`config.mk`:
```
export PLATFORM = sky130hd
export DESIGN_NAME = boot_image_stream_validator_flat
export DESIGN_NICKNAME = d
export VERILOG_FILES = /design/src/rtl/core/bisv_pkg.sv /design/src/rtl/core/bisv_ifs.sv /design/src/rtl/core/bisv_in_stage.sv /design/src/rtl/core/bisv_parser.sv /design/src/rtl/core/bisv_out_stage.sv /design/src/rtl/core/boot_image_stream_validator.sv /design/src/flat_wrapper.sv
export SDC_FILE = /design/constraint.sdc
export NUM_CORES = 1
export LEC_CHECK = 0
export BUFFER_PORTS_ARGS = -buffer_cell sky130_fd_sc_hd__buf_4
export CAP_MARGIN = 10
export CELL_PAD_IN_SITES_DETAIL_PLACEMENT = 1
export CELL_PAD_IN_SITES_GLOBAL_PLACEMENT = 1
export CORE_ASPECT_RATIO = 1.25
export CORE_MARGIN = 2
export CORE_UTILIZATION = 50
export CTS_CLUSTER_SIZE = 8
export DETAILED_ROUTE_END_ITERATION = 8
export HOLD_SLACK_MARGIN = 0.15
export PLACE_DENSITY_LB_ADDON = 0.1
export SYNTH_ARGS = -nofsm -noshare
export SYNTH_HDL_FRONTEND = slang
export SYNTH_HIERARCHICAL = 1
export SYNTH_SLANG_ARGS = --single-unit
```
`constraint.sdc`:
```
create_clock -name clk -period 6.1 [get_ports clk]
set_input_delay 1.22 -clock clk [delete_from_list [all_inputs] [get_ports clk]]
set_output_delay 1.22 -clock clk [all_outputs]
set_load 0.05 [all_outputs]
```
`src/rtl/core/bisv_pkg.sv`:
```
package bisv_pkg;

    // Field widths.
    localparam int unsigned BYTE_W = 8;
    localparam int unsigned SIZE_W = 21;
    localparam int unsigned WORD_W = 32;
    localparam int unsigned PHASE_W = 4;
    localparam int unsigned SECT_W = 5;

    // Default upper bound on the image size.
    localparam int unsigned MAX_IMAGE_BYTES_DEF = 1048576;

    // Image format constants.
    localparam logic [BYTE_W-1:0] CSUM_SEED   = 8'hef;
    localparam logic [BYTE_W-1:0] OUTER_MAGIC = 8'hea;
    localparam logic [BYTE_W-1:0] OUTER_VER   = 8'h04;
    localparam logic [BYTE_W-1:0] APP_MAGIC   = 8'he9;
    localparam logic [BYTE_W-1:0] MAX_SECTS   = 8'd16;
    localparam logic [WORD_W-1:0] IRAM_LO = 32'h4010_0000;
    localparam logic [WORD_W-1:0] IRAM_HI = 32'h4011_0000;
    localparam logic [WORD_W-1:0] DRAM_LO = 32'h3ffe_8000;
    localparam logic [WORD_W-1:0] DRAM_HI = 32'h4000_0000;
    localparam logic [SIZE_W-1:0] HDR_BYTES = 21'd8;
    localparam logic [SIZE_W-1:0] IROM_MIN  = 21'd16;

    // Byte held in the input register.
    typedef struct packed {
        logic              valid;
        logic [BYTE_W-1:0] data;
    } item_t;

    // Verdict handed from the parser to the output register.
    typedef struct packed {
        logic              load;
        logic              image_valid;
        logic [BYTE_W-1:0] checksum;
    } result_t;

    // True when [addr, addr+len) lies inside [lo, hi).
    function automatic logic in_window(
        input logic [WORD_W-1:0] addr,
        input logic [WORD_W-1:0] len,
        input logic [WORD_W-1:0] lo,
        input logic [WORD_W-1:0] hi
    );
        logic [WORD_W-1:0] span;
        span = hi - lo;
        return (addr >= lo) && (len <= span) && (addr <= hi - len);
    endfunction

endpackage

```
`src/rtl/core/bisv_ifs.sv`:
```
// Image byte channel.
interface bisv_byte_if;
    logic                        valid;
    logic                        ready;
    logic [bisv_pkg::BYTE_W-1:0] image_byte;

    modport source (output valid, output image_byte, input ready);
    modport sink (input valid, input image_byte, output ready);
endinterface

// Verdict channel.
interface bisv_verdict_if;
    logic                        valid;
    logic                        ready;
    logic                        image_valid;
    logic [bisv_pkg::BYTE_W-1:0] computed_checksum;

    modport source (output valid, output image_valid, output computed_checksum, input ready);
    modport sink (input valid, input image_valid, input computed_checksum, output ready);
endinterface

// Configuration write channel for the image size.
interface bisv_cfg_if;
    logic                        valid;
    logic                        ready;
    logic [bisv_pkg::SIZE_W-1:0] image_size;

    modport source (output valid, output image_size, input ready);
    modport sink (input valid, input image_size, output ready);
endinterface

```
`src/rtl/core/bisv_in_stage.sv`:
```
module bisv_in_stage (
    input  logic                        clk,
    input  logic                        rst_n,
    input  logic                        in_valid,
    input  logic [bisv_pkg::BYTE_W-1:0] in_byte,
    output logic                        in_ready,
    input  logic                        take,
    output bisv_pkg::item_t             item
);
    import bisv_pkg::*;

    logic              valid_reg;
    logic [BYTE_W-1:0] data_reg;

    // The register is free when empty or when the parser consumes its byte.
    assign in_ready = !valid_reg || take;

    always_ff @(posedge clk or negedge rst_n)
    begin
        if (!rst_n)
        begin
            valid_reg <= 1'b0;
        end
        else if (in_ready)
        begin
            valid_reg <= in_valid;
        end
    end

    // Payload needs no reset.
    always_ff @(posedge clk)
    begin
        if (in_ready && in_valid)
        begin
            data_reg <= in_byte;
        end
    end

    assign item.valid = valid_reg;
    assign item.data  = data_reg;

endmodule

```
`src/rtl/core/bisv_parser.sv`:
```
module bisv_parser #(
    parameter int unsigned MAX_IMAGE_BYTES = bisv_pkg::MAX_IMAGE_BYTES_DEF
) (
    input  logic                        clk,
    input  logic                        rst_n,
    input  logic [bisv_pkg::SIZE_W-1:0] image_size,
    input  bisv_pkg::item_t             item,
    input  logic                        out_free,
    output logic                        take,
    output bisv_pkg::result_t           result
);
    import bisv_pkg::*;

    // Parse phases.
    localparam logic [PHASE_W-1:0] PH_OUTER     = 4'd0;
    localparam logic [PHASE_W-1:0] PH_IROM_HDR  = 4'd1;
    localparam logic [PHASE_W-1:0] PH_IROM_DATA = 4'd2;
    localparam logic [PHASE_W-1:0] PH_PAD1      = 4'd3;
    localparam logic [PHASE_W-1:0] PH_APP_HDR   = 4'd4;
    localparam logic [PHASE_W-1:0] PH_SEC_HDR   = 4'd5;
    localparam logic [PHASE_W-1:0] PH_SEC_DATA  = 4'd6;
    localparam logic [PHASE_W-1:0] PH_PAD2      = 4'd7;
    localparam logic [PHASE_W-1:0] PH_DONE      = 4'd8;

    localparam logic [WORD_W:0] MAX_BYTES = (WORD_W+1)'(MAX_IMAGE_BYTES);

    logic [SIZE_W-1:0]  pos_reg, pos_next;
    logic [PHASE_W-1:0] phase_reg, phase_next;
    logic [BYTE_W-1:0]  xor_reg, xor_next;
    logic [WORD_W-1:0]  fa_reg, fa_next;
    logic [WORD_W-1:0]  seg_reg, seg_next;
    logic [SIZE_W-1:0]  left_reg, left_next;
    logic [SECT_W-1:0]  sect_reg, sect_next;
    logic               fail_reg, fail_next;

    logic [BYTE_W-1:0]  b;
    logic [SIZE_W-1:0]  pos_inc;
    logic [SIZE_W:0]    pos_p1;
    logic [SIZE_W:0]    rem;
    logic [WORD_W-1:0]  fa_shift;
    logic [SIZE_W-1:0]  left_dec;
    logic [2:0]         idx;
    logic               last;
    logic               size_ok;
    logic               ok;

    // Position bookkeeping and the end-of-image test.
    assign b        = item.data;
    assign pos_inc  = pos_reg + 1'b1;
    assign pos_p1   = {1'b0, pos_reg} + 1'b1;
    assign rem      = {1'b0, image_size} - pos_p1;
    assign fa_shift = {b, fa_reg[WORD_W-1:BYTE_W]};
    assign left_dec = left_reg - 1'b1;
    assign idx      = 3'(4'd8 - left_reg[3:0]);
    assign last     = (pos_inc == image_size);
    assign size_ok  = (image_size != '0) && ({12'd0, image_size} <= MAX_BYTES);

    // A byte moves on unless it ends an image while the output is still full.
    assign take = item.valid && (!last || out_free);

    // Field checks and phase transitions for one byte.
    always_comb
    begin
        phase_next = phase_reg;
        xor_next   = xor_reg;
        fa_next    = fa_reg;
        seg_next   = seg_reg;
        left_next  = left_reg;
        sect_next  = sect_reg;
        fail_next  = fail_reg;
        if (!fail_reg)
        begin
            fa_next = fa_shift;
            case (phase_reg)
                PH_OUTER:
                begin
                    if ((pos_reg == 21'd0 && b != OUTER_MAGIC) ||
                        (pos_reg == 21'd1 && b != OUTER_VER))
                    begin
                        fail_next = 1'b1;
                    end
                    if (pos_reg == 21'd7)
                    begin
                        phase_next = PH_IROM_HDR;
                    end
                end
                PH_IROM_HDR:
                begin
                    if (pos_reg == 21'd11 && fa_shift != '0)
                    begin
                        fail_next = 1'b1;
                    end
                    if (pos_reg == 21'd15)
                    begin
                        if (fa_shift == '0 || image_size < IROM_MIN ||
                            fa_shift > WORD_W'(image_size - IROM_MIN))
                        begin
                            fail_next = 1'b1;
                        end
                        else
                        begin
                            left_next  = fa_shift[SIZE_W-1:0];
                            phase_next = PH_IROM_DATA;
                        end
                    end
                end
                PH_IROM_DATA, PH_SEC_DATA:
                begin
                    xor_next  = xor_reg ^ b;
                    left_next = left_dec;
                    if (left_dec == '0)
                    begin
                        if (phase_reg == PH_IROM_DATA)
                        begin
                            if (pos_inc[3:0] == 4'd0)
                            begin
                                phase_next = PH_APP_HDR;
                                left_next  = HDR_BYTES;
                            end
                            else
                            begin
                                phase_next = PH_PAD1;
                            end
                        end
                        else if (sect_reg != '0)
                        begin
                            phase_next = PH_SEC_HDR;
                            left_next  = HDR_BYTES;
                        end
                        else
                        begin
                            phase_next = PH_PAD2;
                        end
                    end
                end
                PH_PAD1:
                begin
                    if (pos_inc[3:0] == 4'd0)
                    begin
                        phase_next = PH_APP_HDR;
                        left_next  = HDR_BYTES;
                    end
                end
                PH_APP_HDR:
                begin
                    left_next = left_dec;
                    if (idx == 3'd0 && b != APP_MAGIC)
                    begin
                        fail_next = 1'b1;
                    end
                    if (idx == 3'd1)
                    begin
                        if (b == '0 || b > MAX_SECTS)
                        begin
                            fail_next = 1'b1;
                        end
                        sect_next = b[SECT_W-1:0];
                    end
                    if (idx == 3'd7)
                    begin
                        // Entry point must sit in IRAM.
                        if (!in_window(fa_shift, 32'd1, IRAM_LO, IRAM_HI))
                        begin
                            fail_next = 1'b1;
                        end
                        phase_next = PH_SEC_HDR;
                        left_next  = HDR_BYTES;
                    end
                end
                PH_SEC_HDR:
                begin
                    left_next = left_dec;
                    if (idx == 3'd3)
                    begin
                        seg_next = fa_shift;
                    end
                    if (idx == 3'd7)
                    begin
                        // Section length must fit the image and the range one window.
                        if (fa_shift == '0 || pos_p1 > {1'b0, image_size} ||
                            fa_shift > WORD_W'(rem))
                        begin
                            fail_next = 1'b1;
                        end
                        else if (!in_window(seg_reg, fa_shift, IRAM_LO, IRAM_HI) &&
                                 !in_window(seg_reg, fa_shift, DRAM_LO, DRAM_HI))
                        begin
                            fail_next = 1'b1;
                        end
                        else
                        begin
                            left_next  = fa_shift[SIZE_W-1:0];
                            sect_next  = sect_reg - 1'b1;
                            phase_next = PH_SEC_DATA;
                        end
                    end
                end
                PH_PAD2:
                begin
                    if (pos_reg[3:0] == 4'hf)
                    begin
                        if (b != xor_reg)
                        begin
                            fail_next = 1'b1;
                        end
                        phase_next = PH_DONE;
                    end
                end
                default:
                begin
                    fail_next = 1'b1;
                end
            endcase
        end
        pos_next = pos_inc;
    end

    // Verdict for the final byte of an image.
    assign ok = !fail_next && (phase_next == PH_DONE) && size_ok;

    assign result.load        = take && last;
    assign result.image_valid = ok;
    assign result.checksum    = xor_next;

    // Parse state; the final byte of an image rearms everything.
    always_ff @(posedge clk or negedge rst_n)
    begin
        if (!rst_n)
        begin
            pos_reg   <= '0;
            phase_reg <= PH_OUTER;
            xor_reg   <= CSUM_SEED;
            fa_reg    <= '0;
            seg_reg   <= '0;
            left_reg  <= '0;
            sect_reg  <= '0;
            fail_reg  <= 1'b0;
        end
        else if (take)
        begin
            if (last)
            begin
                pos_reg   <= '0;
                phase_reg <= PH_OUTER;
                xor_reg   <= CSUM_SEED;
                fa_reg    <= '0;
                seg_reg   <= '0;
                left_reg  <= '0;
                sect_reg  <= '0;
                fail_reg  <= 1'b0;
            end
            else
            begin
                pos_reg   <= pos_next;
                phase_reg <= phase_next;
                xor_reg   <= xor_next;
                fa_reg    <= fa_next;
                seg_reg   <= seg_next;
                left_reg  <= left_next;
                sect_reg  <= sect_next;
                fail_reg  <= fail_next;
            end
        end
    end

endmodule

```
`src/rtl/core/bisv_out_stage.sv`:
```
module bisv_out_stage (
    input  logic                        clk,
    input  logic                        rst_n,
    input  bisv_pkg::result_t           result,
    output logic                        out_free,
    output logic                        out_valid,
    output logic                        out_image_valid,
    output logic [bisv_pkg::BYTE_W-1:0] out_checksum,
    input  logic                        out_ready
);
    import bisv_pkg::*;

    logic              valid_reg;
    logic              ok_reg;
    logic [BYTE_W-1:0] csum_reg;

    // The register can take a verdict when empty or being drained.
    assign out_free = !valid_reg || out_ready;

    always_ff @(posedge clk or negedge rst_n)
    begin
        if (!rst_n)
        begin
            valid_reg <= 1'b0;
        end
        else if (out_free)
        begin
            valid_reg <= result.load;
        end
    end

    always_ff @(posedge clk)
    begin
        if (result.load)
        begin
            ok_reg   <= result.image_valid;
            csum_reg <= result.checksum;
        end
    end

    assign out_valid       = valid_reg;
    assign out_image_valid = ok_reg;
    assign out_checksum    = csum_reg;

endmodule

```
`src/rtl/core/boot_image_stream_validator.sv`:
```
// Flow: a byte is registered in the input register on acceptance and parsed
// from there; the verdict for the final byte of an image is then registered in
// the output register. Throughput: one byte per cycle; the final byte waits
// only while a previous verdict sits in the output register and is not read.
// Reset: rst_n clears the parser to the outer header phase, empties both
// registers and sets the image size to 1.
module boot_image_stream_validator #(
    parameter int unsigned MAX_IMAGE_BYTES = bisv_pkg::MAX_IMAGE_BYTES_DEF
) (
    input  logic          clk,
    input  logic          rst_n,
    bisv_byte_if.sink     image,
    bisv_verdict_if.source verdict,
    bisv_cfg_if.sink      cfg
);
    import bisv_pkg::*;

    logic [SIZE_W-1:0] image_size_reg;
    item_t             item;
    result_t           result;
    logic              take;
    logic              out_free;

    // Image size register; write it only while the block is idle (not enforced here).
    assign cfg.ready = 1'b1;

    always_ff @(posedge clk or negedge rst_n)
    begin
        if (!rst_n)
        begin
            image_size_reg <= 21'd1;
        end
        else if (cfg.valid)
        begin
            image_size_reg <= cfg.image_size;
        end
    end

    // Input register.
    bisv_in_stage u_in (
        .clk      (clk),
        .rst_n    (rst_n),
        .in_valid (image.valid),
        .in_byte  (image.image_byte),
        .in_ready (image.ready),
        .take     (take),
        .item     (item)
    );

    // Header parsing, range checks and checksum.
    bisv_parser #(
        .MAX_IMAGE_BYTES (MAX_IMAGE_BYTES)
    ) u_parser (
        .clk        (clk),
        .rst_n      (rst_n),
        .image_size (image_size_reg),
        .item       (item),
        .out_free   (out_free),
        .take       (take),
        .result     (result)
    );

    // Verdict register.
    bisv_out_stage u_out (
        .clk             (clk),
        .rst_n           (rst_n),
        .result          (result),
        .out_free        (out_free),
        .out_valid       (verdict.valid),
        .out_image_valid (verdict.image_valid),
        .out_checksum    (verdict.computed_checksum),
        .out_ready       (verdict.ready)
    );

endmodule
```
`src/flat_wrapper.sv`:
```
// flat-port wrapper written by rule: the top's interface ports become plain ports
module boot_image_stream_validator_flat import bisv_pkg::*;
#(
    parameter int unsigned MAX_IMAGE_BYTES = bisv_pkg::MAX_IMAGE_BYTES_DEF
)
  (clk, rst_n, image_valid, image_image_byte, image_ready, verdict_valid, verdict_image_valid, verdict_computed_checksum, verdict_ready, cfg_valid, cfg_image_size, cfg_ready);
  bisv_byte_if image_i ();
  bisv_verdict_if verdict_i ();
  bisv_cfg_if cfg_i ();
  input  logic clk;
  input  logic rst_n;
  input wire logic [$bits(image_i.valid)-1:0] image_valid;
  input wire logic [$bits(image_i.image_byte)-1:0] image_image_byte;
  output wire logic [$bits(image_i.ready)-1:0] image_ready;
  output wire logic [$bits(verdict_i.valid)-1:0] verdict_valid;
  output wire logic [$bits(verdict_i.image_valid)-1:0] verdict_image_valid;
  output wire logic [$bits(verdict_i.computed_checksum)-1:0] verdict_computed_checksum;
  input wire logic [$bits(verdict_i.ready)-1:0] verdict_ready;
  input wire logic [$bits(cfg_i.valid)-1:0] cfg_valid;
  input wire logic [$bits(cfg_i.image_size)-1:0] cfg_image_size;
  output wire logic [$bits(cfg_i.ready)-1:0] cfg_ready;
  assign image_i.valid = image_valid;
  assign image_i.image_byte = image_image_byte;
  assign image_ready = image_i.ready;
  assign verdict_valid = verdict_i.valid;
  assign verdict_image_valid = verdict_i.image_valid;
  assign verdict_computed_checksum = verdict_i.computed_checksum;
  assign verdict_i.ready = verdict_ready;
  assign cfg_i.valid = cfg_valid;
  assign cfg_i.image_size = cfg_image_size;
  assign cfg_ready = cfg_i.ready;
  boot_image_stream_validator #(.MAX_IMAGE_BYTES(MAX_IMAGE_BYTES)) u_core (.clk(clk), .rst_n(rst_n), .image(image_i), .verdict(verdict_i), .cfg(cfg_i));
endmodule
```
==> run metrics <==
largest fanout on the critical path=6; wire length of the first global-routing pass=around 66000 microns; TritonCTS Sinks=between 150 and 200; Mean Syn Cell Area=roughly 9 sq um; clock tree buffer depth=2; count of input and output buffers=44; pin count of the biggest net entering global routing=96; normalized max-slew margin=approximately 26%; proportion of synthesized chip area in sequential cells=31.5%; number of H-tree branching levels=4; clock tree from TritonCTS=yes; number of flops mapped to enable cells by yosys=17; Iteration-0 DRC Markers=706; max-slew violation count=0; worst min-delay path class=flop to flop; Req. time, crit path=4.88 ns; starting density of the core=a little over 50%; detail-routed net length per standard cell=roughly 24 microns; post-synthesis register bit count=around 160; count of hold buffers inserted by post-cts repair=0; antenna violations before repair=0; n_diodes=0; max reg flops=32; kind of launch point of the worst setup path=flop; netlist area before placement=between 10000 and 15000 sq um; Detail Placement HPWL=between 30000 and 40000 microns; critical path class=flop to output pin; DR vias/cell=6.37; antenna-violating nets left=0; clock latency of the later-clocked register in the worst-skew pair=~0.44 ns; Finished Cell Area=~14000 sq um; number of buffers created by CTS=17; data arrival time of the critical path=around 4.8 ns; Fmax achieved=167 MHz; Period minus WS final=about 6 ns; post-placement cell area=about 13000 sq um; Final Hold Vio Count=0; Register Area=4000 sq um; area growth from synthesis to layout=10.9%; total global routing overflow=0; portion of the clock cycle consumed by the worst path in the final layout=98.0%; die height=~180 microns; Remaining DRCs=0; YS warnings=6; proportion of synthesized flip-flops having asynchronous set or reset=around nine tenths; final estimated routing congestion in global placement=around 0.92; proportion of layout cells with a drive suffix above 1=around 14%; total detailed-routing wirelength=41900 microns; number of nets in the finished design=approximately 1600; count of mapped cells out of synthesis=1400; Slew @ Worst Pin=1.11 ns; die outline width=about 150 microns; Die Area=around 27000 sq um; pwr dens=299 nW/um^2; maximum clock skew at final layout=approximately 0.011 ns; vias post-DR=roughly 11000; Setup crit end kind=output pin; leakage power summed over all cells=6.19 nW; global router's overall resource usage=31.5%; maximum VDD drop=~0.23 mV; Finish-stage setup viols=0; max-cap violation count=0; area of the core region=25100 sq um; syn nets=between 1500 and 2000; dominant register cell in the synthesized netlist=sky130_fd_sc_hd__dfrtp_1; cell at the root of the clock tree=sky130_fd_sc_hd__clkbuf_16; Filler cells=roughly 2900; final worst slack=0.122 ns; Post-Place Worst Slack=-0.0282 ns; number of distinct standard cells referenced by the synthesized netlist=97; number of placement rows=65; number of global-route vias before repair=11900; drt pass-1 iters=5; Ports=46; outcome=completed; area taken by multi-input logic gates=slightly above 8000 sq um; clock transition time at the flip-flop clock pins of the worst setup and hold paths=approximately 0.07 ns
-- critical path, stage by stage (launching register included) --
cell                       delay (ns)
sky130_fd_sc_hd__dfrtp_2         0.42
sky130_fd_sc_hd__buf_4           0.14
sky130_fd_sc_hd__nand4_1         0.24
sky130_fd_sc_hd__or4_1           0.58
sky130_fd_sc_hd__nor2_2          0.15
sky130_fd_sc_hd__and3_1          0.18
sky130_fd_sc_hd__xnor2_1         0.09
sky130_fd_sc_hd__ha_1            0.40
sky130_fd_sc_hd__and2_1          0.20
sky130_fd_sc_hd__nand2_1         0.11
sky130_fd_sc_hd__nor3_1          0.48
sky130_fd_sc_hd__nand4b_1        0.44
sky130_fd_sc_hd__o21ai_2         0.28
sky130_fd_sc_hd__inv_1           0.18
sky130_fd_sc_hd__nand2b_4        0.21
sky130_fd_sc_hd__buf_4           0.20
-- per-stage QoR --
step | hold WS [ns] | power (mW) | TNS (ns) | std cells | utilization (%)
after floorplan | 0.473 | 2.51 | 0 | 1400 | -
after global placement | 0.485 | 3.05 | 0 | 1739 | 53.4
after detailed placement | 0.496 | 3.12 | -0.0491 | 1739 | 53.4
after CTS | 0.511 | 4.18 | 0 | 1771 | 55.6
after global routing | 0.518 | 4.49 | -0.262 | 1777 | 56.1
final | 0.503 | 4.22 | 0 | 1777 | 56.1
-- report_power, final --
group / total, mW / internal (mW) / switching (mW)
Sequential: 1.34 / 1.15 / 0.194
Clock: 1.03 / 0.554 / 0.476
Combinational: 1.85 / 0.761 / 1.09
-- cell usage in the layout, fill, tap and decap left out, drive strengths merged, types with 7 or more instances in the layout --
| cell type | n |
|---|---|
| nand2 | 121 |
| edfxtp | 17 |
| dfrtp | 131 |
| o211ai | 17 |
| nor3 | 42 |
| a21oi | 53 |
| clkbuf | 20 |
| a32oi | 11 |
| and3 | 16 |
| a21o | 35 |
| o221ai | 7 |
| nand4 | 37 |
| or2 | 7 |
| dfstp | 8 |
| mux2 | 21 |
| a22o | 61 |
| nor2 | 98 |
| xnor2 | 62 |
| and4 | 8 |
| inv | 48 |
| a31oi | 7 |
| and2 | 16 |
| nand3 | 45 |
| or4 | 13 |
| nor4 | 28 |
| nand2b | 11 |
| nor2b | 8 |
| o21ai | 83 |
| ha | 128 |
| xor2 | 65 |
| buf | 86 |
| or3 | 17 |
| a211oi | 11 |
-- layout make-up --
type	instances	area share, %
multi-input combinational	1121	58.8
sequential	156	28.4
timing repair buffer	86	4.69
clock buffer	20	3.31
tap	335	2.97
inverter	47	1.25
clock inverter	12	0.639
-- timing repair --
item,in CTS,in global routing
gates resized for setup,2,18
hold endpoints to repair,0,0
endpoints found under the setup margin,5,30
pin swaps,0,6
setup buffers,0,6
-- cell families (layout without fill, tap and decap cells) --
family / count (synthesis) / after routing / share of synthesized area [%]
AOI/OAI and AO/OA: 352 / 352 / 19.7
xor gates and xnor gates: 130 / 130 / 9.28
adders and majority gates: 132 / 132 / 13.0
DFF: 156 / 156 / 31.5
buffers and inverters: 123 / 165 / 4.11
muxes: 25 / 25 / 2.77
and+or+nand+nor: 481 / 481 / 19.6
other: 1 / 1 / 0.0295
-- per-layer routing --
layer  wire length (microns)  GRT usage [%]  up-vias
li1                        -              -     5254
met5                       0              0        -
met4                    1290           11.1        0
met3                    1610           4.23       70
met1                   18200           40.7     5724
met2                   20800           54.2      274
-- path summary, 6_finish.rpt --
check,from,to,slack [ns],cells past startpoint
setup reg to reg,u_core/u_parser/pos_reg[0],u_core/u_parser/left_reg[4],0.29,25
min in group asynchronous,rst_n,u_core/u_parser/seg_reg[28],0.86,1
hold reg to reg,u_core/u_parser/xor_reg[6],u_core/u_parser/xor_reg[6],0.50,2
setup / recovery,u_core/u_parser/pos_reg[0],image_ready,0.12,15
max in group asynchronous,rst_n,u_core/u_parser/pos_reg[2],4.01,2
hold / removal,u_core/u_parser/xor_reg[6],u_core/u_parser/xor_reg[6],0.50,2
-- cell usage after synthesis, types with 17 or more instances --
cell                         n  area share (%)
sky130_fd_sc_hd__dfrtp_1   131              26
sky130_fd_sc_hd__ha_1      128              13
sky130_fd_sc_hd__nand2_1   121             3.6
sky130_fd_sc_hd__nor2_1     96             2.8
sky130_fd_sc_hd__o21ai_0    67             2.6
sky130_fd_sc_hd__xor2_1     65             4.5
sky130_fd_sc_hd__xnor2_1    62             4.3
sky130_fd_sc_hd__a22o_1     61             4.2
sky130_fd_sc_hd__a21oi_1    52             2.0
sky130_fd_sc_hd__clkbuf_1   47             1.4
sky130_fd_sc_hd__inv_1      46             1.4
sky130_fd_sc_hd__nand3_1    45             1.8
sky130_fd_sc_hd__nor3_1     39             1.5
sky130_fd_sc_hd__nand4_1    36             1.8
sky130_fd_sc_hd__a21o_1     35             2.1
sky130_fd_sc_hd__nor4_1     25             1.2
sky130_fd_sc_hd__mux2_4     20             2.4
sky130_fd_sc_hd__buf_2      19            0.75
sky130_fd_sc_hd__edfxtp_1   17             4.0
Note: power is estimated with default switching activity, not from simulation.
